`src/design/assert_macros.svh`:
```
// Assertion macros for the line follower drive block.
// Included by the top level; compiled to nothing when SYNTHESIS is defined.
`ifndef ASSERT_MACROS_SVH
`define ASSERT_MACROS_SVH
`ifndef SYNTHESIS
// Clocked property check, disabled while in reset.
`define LFPD_ASSERT(label, clk, rst, prop, msg) \
   label: assert property (@(posedge clk) disable iff (rst) prop) \
      else $error(msg);
// Expression must never be true at a clock edge outside reset.
`define LFPD_ASSERT_NEVER(label, clk, rst, expr, msg) \
   label: assert property (@(posedge clk) disable iff (rst) !(expr)) \
      else $error(msg);
`else
`define LFPD_ASSERT(label, clk, rst, prop, msg)
`define LFPD_ASSERT_NEVER(label, clk, rst, expr, msg)
`endif
`endif

```
`src/design/lfpd_pkg.sv`:
```
// Shared types, widths, codes and tables of the line follower drive block.
// No dependencies; every other file of the block but assert_macros.svh uses this package.
`default_nettype none

package lfpd_pkg;

   // frame geometry
   localparam int SENSOR_COUNT = 8;
   localparam int SENSOR_IDX_W = $clog2(SENSOR_COUNT);
   localparam int CNT_W        = $clog2(SENSOR_COUNT + 1);
   localparam int IDX_SUM_W    = $clog2(SENSOR_COUNT * (SENSOR_COUNT - 1) / 2 + 1);
   localparam int CMP_W        = IDX_SUM_W + 1;
   localparam int LIT_MIN      = 3;
   localparam int SENSE_W      = 10;
   localparam int SENSE_FULL   = 1000;
   localparam int POS_W        = 13;
   localparam int CENTRE_POS   = 3500;

   // controller arithmetic
   localparam int ERR_W    = 13;
   localparam int DIFF_W   = ERR_W + 1;
   localparam int SUM_W    = 32;
   localparam int GAIN_W   = 8;
   localparam int EXP_W    = 3;
   localparam int DECADES  = 2 ** EXP_W;
   localparam int FRAC_W   = 16;
   localparam int DIV_W    = GAIN_W + FRAC_W;
   localparam int DIV_STEPS = 2;
   localparam int PROD_W   = DIV_W + 1 + SUM_W;
   localparam int ACC_W    = PROD_W + 1;
   localparam int CORR_W   = 10;
   localparam int SPD_W    = 12;
   localparam int PWM_W    = 8;

   // defaults of the top level parameters
   localparam int BASE_SPEED_DEF = 100;
   localparam int MAX_SPEED_DEF  = 150;
   localparam int MIN_SPEED_DEF  = -100;
   localparam int TURN_PWM_DEF   = 100;

   // result action codes
   localparam int ACTION_W = 2;
   localparam logic [ACTION_W-1:0] ACT_STOP  = 2'd0;
   localparam logic [ACTION_W-1:0] ACT_DRIVE = 2'd1;
   localparam logic [ACTION_W-1:0] ACT_SPIN  = 2'd2;

   // gain term select
   localparam int GAIN_SEL_W = 2;
   localparam logic [GAIN_SEL_W-1:0] GAIN_P = 2'd0;
   localparam logic [GAIN_SEL_W-1:0] GAIN_I = 2'd1;
   localparam logic [GAIN_SEL_W-1:0] GAIN_D = 2'd2;

   // register port
   localparam int CSR_IDX_W  = 8;
   localparam int CSR_DATA_W = 16;
   localparam logic [CSR_IDX_W-1:0] REG_PROP_GAIN     = 8'd0;
   localparam logic [CSR_IDX_W-1:0] REG_PROP_EXP      = 8'd1;
   localparam logic [CSR_IDX_W-1:0] REG_INTEG_GAIN    = 8'd2;
   localparam logic [CSR_IDX_W-1:0] REG_INTEG_EXP     = 8'd3;
   localparam logic [CSR_IDX_W-1:0] REG_DERIV_GAIN    = 8'd4;
   localparam logic [CSR_IDX_W-1:0] REG_DERIV_EXP     = 8'd5;
   localparam logic [CSR_IDX_W-1:0] REG_RUN_ENABLE    = 8'd6;
   localparam logic [CSR_IDX_W-1:0] REG_LIT_THRESHOLD = 8'd7;

   // powers of ten, divisor of each gain mantissa
   localparam logic [DIV_W-1:0] POW_TEN [DECADES] = '{
      24'd1, 24'd10, 24'd100, 24'd1000,
      24'd10000, 24'd100000, 24'd1000000, 24'd10000000
   };

   typedef struct packed {
      logic [POS_W-1:0]   line_position;
      logic [SENSE_W-1:0] sensor_0;
      logic [SENSE_W-1:0] sensor_1;
      logic [SENSE_W-1:0] sensor_2;
      logic [SENSE_W-1:0] sensor_3;
      logic [SENSE_W-1:0] sensor_4;
      logic [SENSE_W-1:0] sensor_5;
      logic [SENSE_W-1:0] sensor_6;
      logic [SENSE_W-1:0] sensor_7;
   } req_payload_type;

   typedef struct packed {
      logic                phase_a;
      logic                phase_b;
      logic [PWM_W-1:0]    pwm_a;
      logic [PWM_W-1:0]    pwm_b;
      logic [ACTION_W-1:0] action;
   } rsp_payload_type;

   typedef struct packed {
      logic [CSR_IDX_W-1:0]  index;
      logic [CSR_DATA_W-1:0] data;
   } csr_payload_type;

   typedef struct packed {
      logic [GAIN_W-1:0]  prop_gain;
      logic [EXP_W-1:0]   prop_exp;
      logic [GAIN_W-1:0]  integ_gain;
      logic [EXP_W-1:0]   integ_exp;
      logic [GAIN_W-1:0]  deriv_gain;
      logic [EXP_W-1:0]   deriv_exp;
      logic               run_enable;
      logic [SENSE_W-1:0] lit_threshold;
   } cfg_type;

   localparam cfg_type CFG_RESET = '{
      prop_gain:     8'd0,
      prop_exp:      3'd1,
      integ_gain:    8'd0,
      integ_exp:     3'd1,
      deriv_gain:    8'd0,
      deriv_exp:     3'd1,
      run_enable:    1'b0,
      lit_threshold: 10'd500
   };

   // controller to datapath
   typedef struct packed {
      logic                  load;
      logic                  res_stop;
      logic                  res_spin;
      logic                  err_step;
      logic                  div_start;
      logic                  mul;
      logic                  acc_add;
      logic                  corr;
      logic                  res_drive;
      logic [GAIN_SEL_W-1:0] gain_sel;
   } dp_cmd_type;

   // datapath to controller
   typedef struct packed {
      logic run;
      logic crossing;
      logic div_done;
   } dp_status_type;

endpackage

`default_nettype wire

```
`src/design/lfpd_ctrl.sv`:
```
// Sequencing state machine: frame accept, classify, three gain terms, emit.
// Depends on lfpd_pkg for the command and status structs.
`default_nettype none

module lfpd_ctrl (
   input  logic                    clock,
   input  logic                    reset,
   input  logic                    req_valid,
   input  logic                    out_free,
   input  lfpd_pkg::dp_status_type status,
   output lfpd_pkg::dp_cmd_type    cmd,
   output logic                    req_ready,
   output logic                    emit
);
   import lfpd_pkg::*;

   localparam int STATE_W = 4;
   localparam logic [STATE_W-1:0] S_IDLE     = 4'd0;
   localparam logic [STATE_W-1:0] S_CLASSIFY = 4'd1;
   localparam logic [STATE_W-1:0] S_START    = 4'd2;
   localparam logic [STATE_W-1:0] S_DIV      = 4'd3;
   localparam logic [STATE_W-1:0] S_MUL      = 4'd4;
   localparam logic [STATE_W-1:0] S_ACC      = 4'd5;
   localparam logic [STATE_W-1:0] S_CORR     = 4'd6;
   localparam logic [STATE_W-1:0] S_DRIVE    = 4'd7;
   localparam logic [STATE_W-1:0] S_EMIT     = 4'd8;

   logic [STATE_W-1:0]    state_ff, state_in;
   logic [GAIN_SEL_W-1:0] sel_ff, sel_in;

   always_comb begin
      state_in  = state_ff;
      sel_in    = sel_ff;
      cmd       = '0;
      req_ready = 1'b0;
      emit      = 1'b0;
      unique case (state_ff)
         S_IDLE: begin
            req_ready = 1'b1;
            if (req_valid) begin
               cmd.load = 1'b1;
               state_in = S_CLASSIFY;
            end
         end
         S_CLASSIFY: begin
            if (!status.run) begin
               cmd.res_stop = 1'b1;
               state_in     = S_EMIT;
            end else if (status.crossing) begin
               cmd.res_spin = 1'b1;
               state_in     = S_EMIT;
            end else begin
               cmd.err_step = 1'b1;
               sel_in       = GAIN_P;
               state_in     = S_START;
            end
         end
         S_START: begin
            cmd.div_start = 1'b1;
            state_in      = S_DIV;
         end
         S_DIV: begin
            if (status.div_done) state_in = S_MUL;
         end
         S_MUL: begin
            cmd.mul  = 1'b1;
            state_in = S_ACC;
         end
         S_ACC: begin
            cmd.acc_add = 1'b1;
            if (sel_ff == GAIN_D) begin
               state_in = S_CORR;
            end else begin
               sel_in   = sel_ff + GAIN_SEL_W'(1);
               state_in = S_START;
            end
         end
         S_CORR: begin
            cmd.corr = 1'b1;
            state_in = S_DRIVE;
         end
         S_DRIVE: begin
            cmd.res_drive = 1'b1;
            state_in      = S_EMIT;
         end
         S_EMIT: begin
            if (out_free) begin
               emit     = 1'b1;
               state_in = S_IDLE;
            end
         end
         default: begin
            state_in = S_IDLE;
         end
      endcase
      cmd.gain_sel = sel_ff;
   end

   always_ff @(posedge clock) begin
      if (reset) begin
         state_ff <= S_IDLE;
         sel_ff   <= GAIN_P;
      end else begin
         state_ff <= state_in;
         sel_ff   <= sel_in;
      end
   end

endmodule

`default_nettype wire

```
`config.mk`:
```
export PLATFORM = sky130hd
export DESIGN_NAME = lfpd_ctrl
export DESIGN_NICKNAME = d
export VERILOG_FILES = /design/src/design/assert_macros.svh /design/src/design/lfpd_pkg.sv /design/src/design/lfpd_ctrl.sv
export SDC_FILE = /design/constraint.sdc
export NUM_CORES = 1
export LEC_CHECK = 0
export BUFFER_PORTS_ARGS = -buffer_cell sky130_fd_sc_hd__buf_4
export CORE_MARGIN = 2
export CORE_UTILIZATION = 30
export DETAILED_ROUTE_END_ITERATION = 12
export PLACE_DENSITY = 0.55
export SYNTH_ARGS = -nofsm -noshare
export SYNTH_HDL_FRONTEND = slang
export SYNTH_SLANG_ARGS = --single-unit
```
`constraint.sdc`:
```
create_clock -name clock -period 2.08 [get_ports clock]
set_clock_uncertainty 0.2 [all_clocks]
set_input_delay 0 -clock clock [delete_from_list [all_inputs] [get_ports clock]]
set_output_delay 0 -clock clock [all_outputs]
set_load 0.02 [all_outputs]
```
==> impl_metrics.env, run 1 <==
export IMPL_outcome="completed"
export IMPL_p_sw_share_pct=27.62
export IMPL_p_sw_uw=84.38
export IMPL_hold_depth=4
export IMPL_drv_slew=0
export IMPL_power_density_nw_per_um2=484.4
export IMPL_first_pass_iters=4
export IMPL_nets=92
export IMPL_setup_violations=0
export IMPL_p_int_uw=221.1
export IMPL_crit_fanout=13
export IMPL_max_freq_mhz=570.0
export IMPL_tightest_slew_ns=0.4830
export IMPL_fp_dieW_um=41.32
export IMPL_synthToLayoutAreaGrowth_pct=50.90
export IMPL_die_h_um=41.32
export IMPL_core_area_um2=1301
export IMPL_drcViolationCount=0
export IMPL_wirelength_um=1088
export IMPL_static_leakage_power_uw=0.0002742
export IMPL_cts_buffers=3
export IMPL_pwr_share_seq_pct=41.5
export IMPL_ys_ff_latch=6
export IMPL_port_buffers=19
export IMPL_start_util_pct=32.12
export IMPL_clk_pin_slew_ns=0.05
export IMPL_fill_cells=148
export IMPL_rsz0062_at_grt="false"
export IMPL_htree_levels=1
export IMPL_netlist_area_um2=417.9
export IMPL_hpwl_um=778.1
export IMPL_crit_arrival_ns=1.74
export IMPL_min_path_type="input port to flop"
export IMPL_synth_seq_area_share_pct=28.74
export IMPL_grt_max_degree=15
export IMPL_clock_path_buffers=2
export IMPL_n_antenna_cell=0
export IMPL_wl_per_cell_um=11.22
export IMPL_drive_above_1_share_pct=30.49
export IMPL_clock_latency_ns=0.25
export IMPL_pwr_share_clk_pct=35.1
export IMPL_combPwrFrac_pct=23.5
export IMPL_min_period_ns=1.754
export IMPL_fin_tns_setup_ns=0
export IMPL_ys_warnings_count=0
export IMPL_ir_worst_vdd_uv=278.4
export IMPL_cp_start_kind="flop"
export IMPL_clockRootBuffer="clkbuf_4"
export IMPL_drt_initial_drc_count=12
export IMPL_die_area_um2=1707
export IMPL_multi_input_area_um2=260.3
export IMPL_tritoncts="yes"
export IMPL_synth_cells=59
export IMPL_fin_crit_sh_pct=84.34
export IMPL_finalWeightedCongestion=0.7378
export IMPL_yosysUniqueCellTypes=26
export IMPL_dr_total_vias=502
export IMPL_grt_pass1_wl_um=1538
export IMPL_ios=20
export IMPL_grt_pass1_vias=370
export IMPL_total_power_uw=305.5
export IMPL_core_rowCount=13
export IMPL_avgSynthCellArea_um2=7.083
export IMPL_ant_nets=0
export IMPL_drv_cap=0
export IMPL_slew_headroom_pct=67.35
export IMPL_grt_overflow_total=0
export IMPL_groute_usage_overall_pct=14.25
export IMPL_cp_data_required_time_ns=2.06
export IMPL_syn_nets=67
export IMPL_postCtsSetupRepairBufs=0
export IMPL_clock_sinks=6
export IMPL_routed_via_density=5.175
export IMPL_regArea_um2=120.1
export IMPL_hold_viol=0
export IMPL_path_class="flop to flop"
export IMPL_endpoint_kind="flop"
export IMPL_ff2ff_path_depth=4
export IMPL_antenna_found_initial=0
-- per-stage QoR --
step                cell area, um^2  std cells  setup slack, ns  utilization (%)  hold WS [ns]
finish                        630.6         97           0.3257            48.46       0.02193
global route                  630.6         97           0.1929            48.46       0.02782
CTS                           630.6         97           0.3048            48.46       0.01395
detailed placement            568.0         90           0.3239            43.65       0.01733
global placement              568.0         90           0.3700            43.65       0.01067
floorplan                     417.9         59           0.2796                -       -0.1309
-- flip-flops by register name (all words and copies together), names as in the netlist --
register  flops
sel_ff        2
state_ff      4
-- cell families (layout without fill, tap and decap cells) --
| group | count (synthesis) | count (layout) | synth area share, % |
|---|---|---|---|
| buffers and inverters | 9 | 32 | 8.981 |
| flip-flops | 6 | 6 | 28.74 |
| AND/OR/NAND/NOR | 31 | 31 | 41.92 |
| AO/OA/AOI/OAI | 12 | 12 | 17.37 |
| adder cells (fa/ha/maj) | 1 | 1 | 2.994 |
-- synthesized netlist by cell type --
cell type | n | area share (%)
o21bai_1 | 1 | 1.8
and2_1 | 1 | 1.5
and3_1 | 1 | 1.5
nor4_1 | 1 | 1.5
nand3_1 | 2 | 2.4
nor3_1 | 6 | 7.2
clkbuf_1 | 1 | 0.90
inv_1 | 5 | 4.5
or4_1 | 1 | 1.8
ha_1 | 1 | 3.0
nor2b_1 | 2 | 3.0
a211oi_1 | 2 | 3.6
nand2_1 | 5 | 4.5
and4_1 | 1 | 2.1
or2_2 | 1 | 1.5
or4_4 | 1 | 2.7
a31oi_1 | 2 | 3.0
buf_2 | 3 | 3.6
or2_0 | 1 | 1.5
nor4b_1 | 2 | 4.2
dfxtp_1 | 6 | 29
o211ai_1 | 1 | 1.8
nor2_1 | 4 | 3.6
a21oi_1 | 4 | 4.8
nand2b_1 | 2 | 3.0
o21ai_0 | 2 | 2.4
-- layout by cell type, fill, tap and decap left out, types with 2 or more instances in the layout --
cell / count
clkbuf_4: 3
nor2b_1: 2
nand2_1: 5
nand3_1: 2
nand2b_1: 2
buf_4: 20
a21oi_1: 4
dfxtp_1: 6
nor2_1: 4
nor3_1: 6
inv_1: 5
nor4b_1: 2
a31oi_1: 2
dlygate4sd3_1: 4
o21ai_0: 2
a211oi_1: 2
-- cell type report --
class	instances	share of cell area, %
well taps	15	2.976
multi-input cells	44	41.27
inverters	5	2.976
clock buffers	3	3.571
flip-flops and latches	6	19.05
repair buffers	24	30.16
-- what timing repair did --
action                                 4_1_cts  5_1_grt
endpoints found under the hold margin        6        0
resized for setup                            0        0
hold buffers                                 4        0
-- critical path, cell delays in order, from the launching register on --
cell and delay, ns:
dfxtp_1 0.54, nand2_1 0.17, or4_4 0.46, or2_0 0.21, a21oi_1 0.11
-- final timing paths --
check / start / slack (ns) / end
setup reg to reg: state_ff[2] / 0.33 / sel_ff[1]
hold / removal: status[1] / 0.02 / state_ff[1]
setup / recovery: state_ff[2] / 0.33 / sel_ff[1]
hold reg to reg: sel_ff[0] / 0.29 / sel_ff[0]
-- power groups by stage --
stage / Clock [uW] / Combinational [uW] / Sequential, uW
after detailed placement: 0 / 66.0 / 129
final: 107 / 71.7 / 127
after global placement: 0 / 66.0 / 129
after floorplan: 0 / 41.2 / 123
after CTS: 111 / 72.2 / 127
after global routing: 122 / 78.6 / 127
-- per-layer routing --
layer  track usage, %  wire length, um
met1            17.57              481
met2            21.88              506
met5                0                0
met3            7.979              100
met4            2.419                0
Power figures use the tool's default switching activity.
==> inputs of run 2 (changes only) <==
--- a/config.mk
+++ b/config.mk
@@ -9,7 +9,7 @@
 export CORE_MARGIN = 2
 export CORE_UTILIZATION = 30
 export DETAILED_ROUTE_END_ITERATION = 12
-export PLACE_DENSITY = 0.55
+export PLACE_DENSITY = 0.57
 export SYNTH_ARGS = -nofsm -noshare
 export SYNTH_HDL_FRONTEND = slang
 export SYNTH_SLANG_ARGS = --single-unit
==> constraint.sdc (replaced) <==
create_clock -name clock -period 1.48 [get_ports clock]
set_clock_uncertainty 0.2 [all_clocks]
set_input_delay 0 -clock clock [delete_from_list [all_inputs] [get_ports clock]]
set_output_delay 0 -clock clock [all_outputs]
set_load 0.02 [all_outputs]
==> run 2 against run 1 <==
Cell count increased by 24%. Design area is 62% higher. Fmax up 5.3%. Setup slack got worse by 0.51 ns. Sequential share of layout area down 6.6 points. The run now ends with negative setup slack left. Largest power group is now combinational cells. Sequential cell count unchanged. Register-to-register slack got worse by 0.51 ns. Combinational power rose to 2.7 times the previous value. Global-route usage grew 6.9 points. Via count grew 20%. Hold slack better by 0.036 ns.
==> impl_metrics.env, run 2 (synthesis gave the netlist of run 1 again) <==
export IMPL_core_rowCount=13
export IMPL_grt_pass1_vias=533
export IMPL_regMostFlops="state_ff"
export IMPL_rsz0062_at_grt="true"
export IMPL_cp_start_kind="flop"
export IMPL_routed_via_density=5.017
export IMPL_nets=114
export IMPL_clock_path_buffers=2
export IMPL_grt_max_degree=8
export IMPL_cp_cell_sequence="inv_4, ha_4, or4_4, or2_0, a21oi_1"
export IMPL_violations="negative setup slack"
export IMPL_layout_commonest_cell="buf_4"
export IMPL_tritoncts="yes"
export IMPL_port_buffers=19
export IMPL_antenna_found_initial=0
export IMPL_fp_dieW_um=41.32
export IMPL_crit_arrival_ns=1.64
export IMPL_crit_fanout=4
export IMPL_dpl_cell_area_um2=695.7
export IMPL_combPwrFrac_pct=36.7
export IMPL_power_density_nw_per_um2=511.4
export IMPL_slew_headroom_pct=83.53
export IMPL_drv_cap=0
export IMPL_fin_util_pct=78.75
export IMPL_regArea_um2=127.6
export IMPL_groute_usage_overall_pct=21.15
export IMPL_fill_cells=81
export IMPL_ios=20
export IMPL_p_sw_share_pct=28.68
export IMPL_mostFrequentLayoutCells="buf_4 (23), buf_6 (17), dlygate4sd3_1 (5)"
export IMPL_die_area_um2=1707
export IMPL_drcViolationCount=0
export IMPL_drv_slew=0
export IMPL_drt_initial_drc_count=4
export IMPL_htree_levels=1
export IMPL_setup_slack_ns=-0.1858
export IMPL_slowest_delay_ns=0.50
export IMPL_die_h_um=41.32
export IMPL_dr_total_vias=602
export IMPL_largest_register_ffs=4
export IMPL_grt_overflow_total=0
export IMPL_start_util_pct=32.12
export IMPL_static_leakage_power_uw=0.0004633
export IMPL_max_freq_mhz=600.3
export IMPL_wirelength_um=1744
export IMPL_clk_pin_slew_ns=0.05
export IMPL_pwr_share_seq_pct=32.5
export IMPL_final_area_um2=1025
export IMPL_min_path_type="input port to primary output"
export IMPL_ant_nets=0
export IMPL_outcome="finished, violations left"
export IMPL_grt_pass1_wl_um=2304
export IMPL_fin_tns_setup_ns=-0.8749
export IMPL_clockRootBuffer="clkbuf_4"
export IMPL_critPathSlowestCell="or4_4"
export IMPL_hpwl_um=980.1
export IMPL_pwr_share_clk_pct=30.8
export IMPL_drive_above_1_share_pct=68.57
export IMPL_endpoint_kind="flop"
export IMPL_wl_per_cell_um=14.53
export IMPL_first_pass_iters=4
export IMPL_clock_sinks=6
export IMPL_cp_data_required_time_ns=1.45
export IMPL_ir_worst_vdd_uv=537.1
export IMPL_clock_latency_ns=0.25
export IMPL_n_antenna_cell=0
export IMPL_p_int_uw=373.8
export IMPL_core_area_um2=1301
export IMPL_cpLargestDelayFamily="simple AND/OR/NAND/NOR gates"
export IMPL_hold_viol=0
export IMPL_tightest_slew_ns=0.2452
export IMPL_multi_input_area_um2=394.1
export IMPL_min_period_ns=1.666
export IMPL_finalWeightedCongestion=0.7561
export IMPL_crit_buf_inv=1
export IMPL_synthToLayoutAreaGrowth_pct=145.2
export IMPL_fin_crit_sh_pct=112.6
export IMPL_setup_violations=8
export IMPL_p_sw_uw=150.3
export IMPL_path_class="flop to flop"
export IMPL_reg_top3="state_ff: 4 flops, sel_ff: 2 flops"
export IMPL_cts_buffers=3
==> run 2: cell types whose count changed in the layout (fill, tap and decap cells not counted), sizes merged <==
cell | previous run | this run
clkbuf | 3 | 4
dlygate4sd3 | 4 | 5
buf | 20 | 41
==> run 2: final timing paths <==
path / cells after the start / startpoint / endpoint / slack, ns
worst min register to register: 3 / state_ff[3] / state_ff[2] / 0.42
worst min-delay path: 3 / status[2] / cmd[9] / 0.06
worst max register to register: 5 / sel_ff[0] / sel_ff[1] / -0.19
worst max-delay path: 5 / sel_ff[0] / sel_ff[1] / -0.19
==> run 2: metal layers <==
metal | vias up | track usage [%] | share of wire (%)
met5 | - | 0 | 0
met4 | 0 | 0 | 0
met3 | 0 | 7.979 | 3.4
met2 | 11 | 40.23 | 53
met1 | 287 | 23.47 | 44
li1 | 304 | - | -
==> run 2: repair_timing <==
action                     in CTS  in global routing
setup endpoints to repair       9                 15
hold endpoints to repair        6                  0
cloned                          0                  0
setup buffers                   6                  1
hold buffers                    5                  0
pin swaps                       5                  9
resized for setup              18                 31
==> run 2: cell type report <==
class / count / area share, %
Timing Repair Buffer: 46 / 42.37
Multi-Input combinational cell: 44 / 38.46
Sequential cell: 6 / 12.45
Clock buffer: 4 / 2.564
Inverter: 5 / 2.320
Tap cell: 15 / 1.832
==> run 2: power groups by stage <==
stage               Clock (uW)  Combinational (uW)  Sequential (uW)
global route               173                 203              171
floorplan                    0                59.9              171
finish                     161                 192              170
global placement             0                 119              172
detailed placement           0                 120              172
CTS                        168                 160              169
==> run 2: tightest hold or removal path, cell delays in order <==
cell	delay [ns]
buf_4	0.10
nor2b_4	0.04
buf_6	0.12
==> run 2: stage by stage <==
stage,setup slack [ns],hold WS (ns),total power (uW),instances
2_1_floorplan,-0.1627,-0.1406,230.9,59
3_3_place_gp,-0.1263,0.009149,291.2,104
3_5_place_dp,-0.1536,0.01696,291.8,104
4_1_cts,-0.1557,0.07086,496.7,119
5_1_grt,-0.2598,0.06735,546.6,120
6_report,-0.1858,0.05838,524.1,120
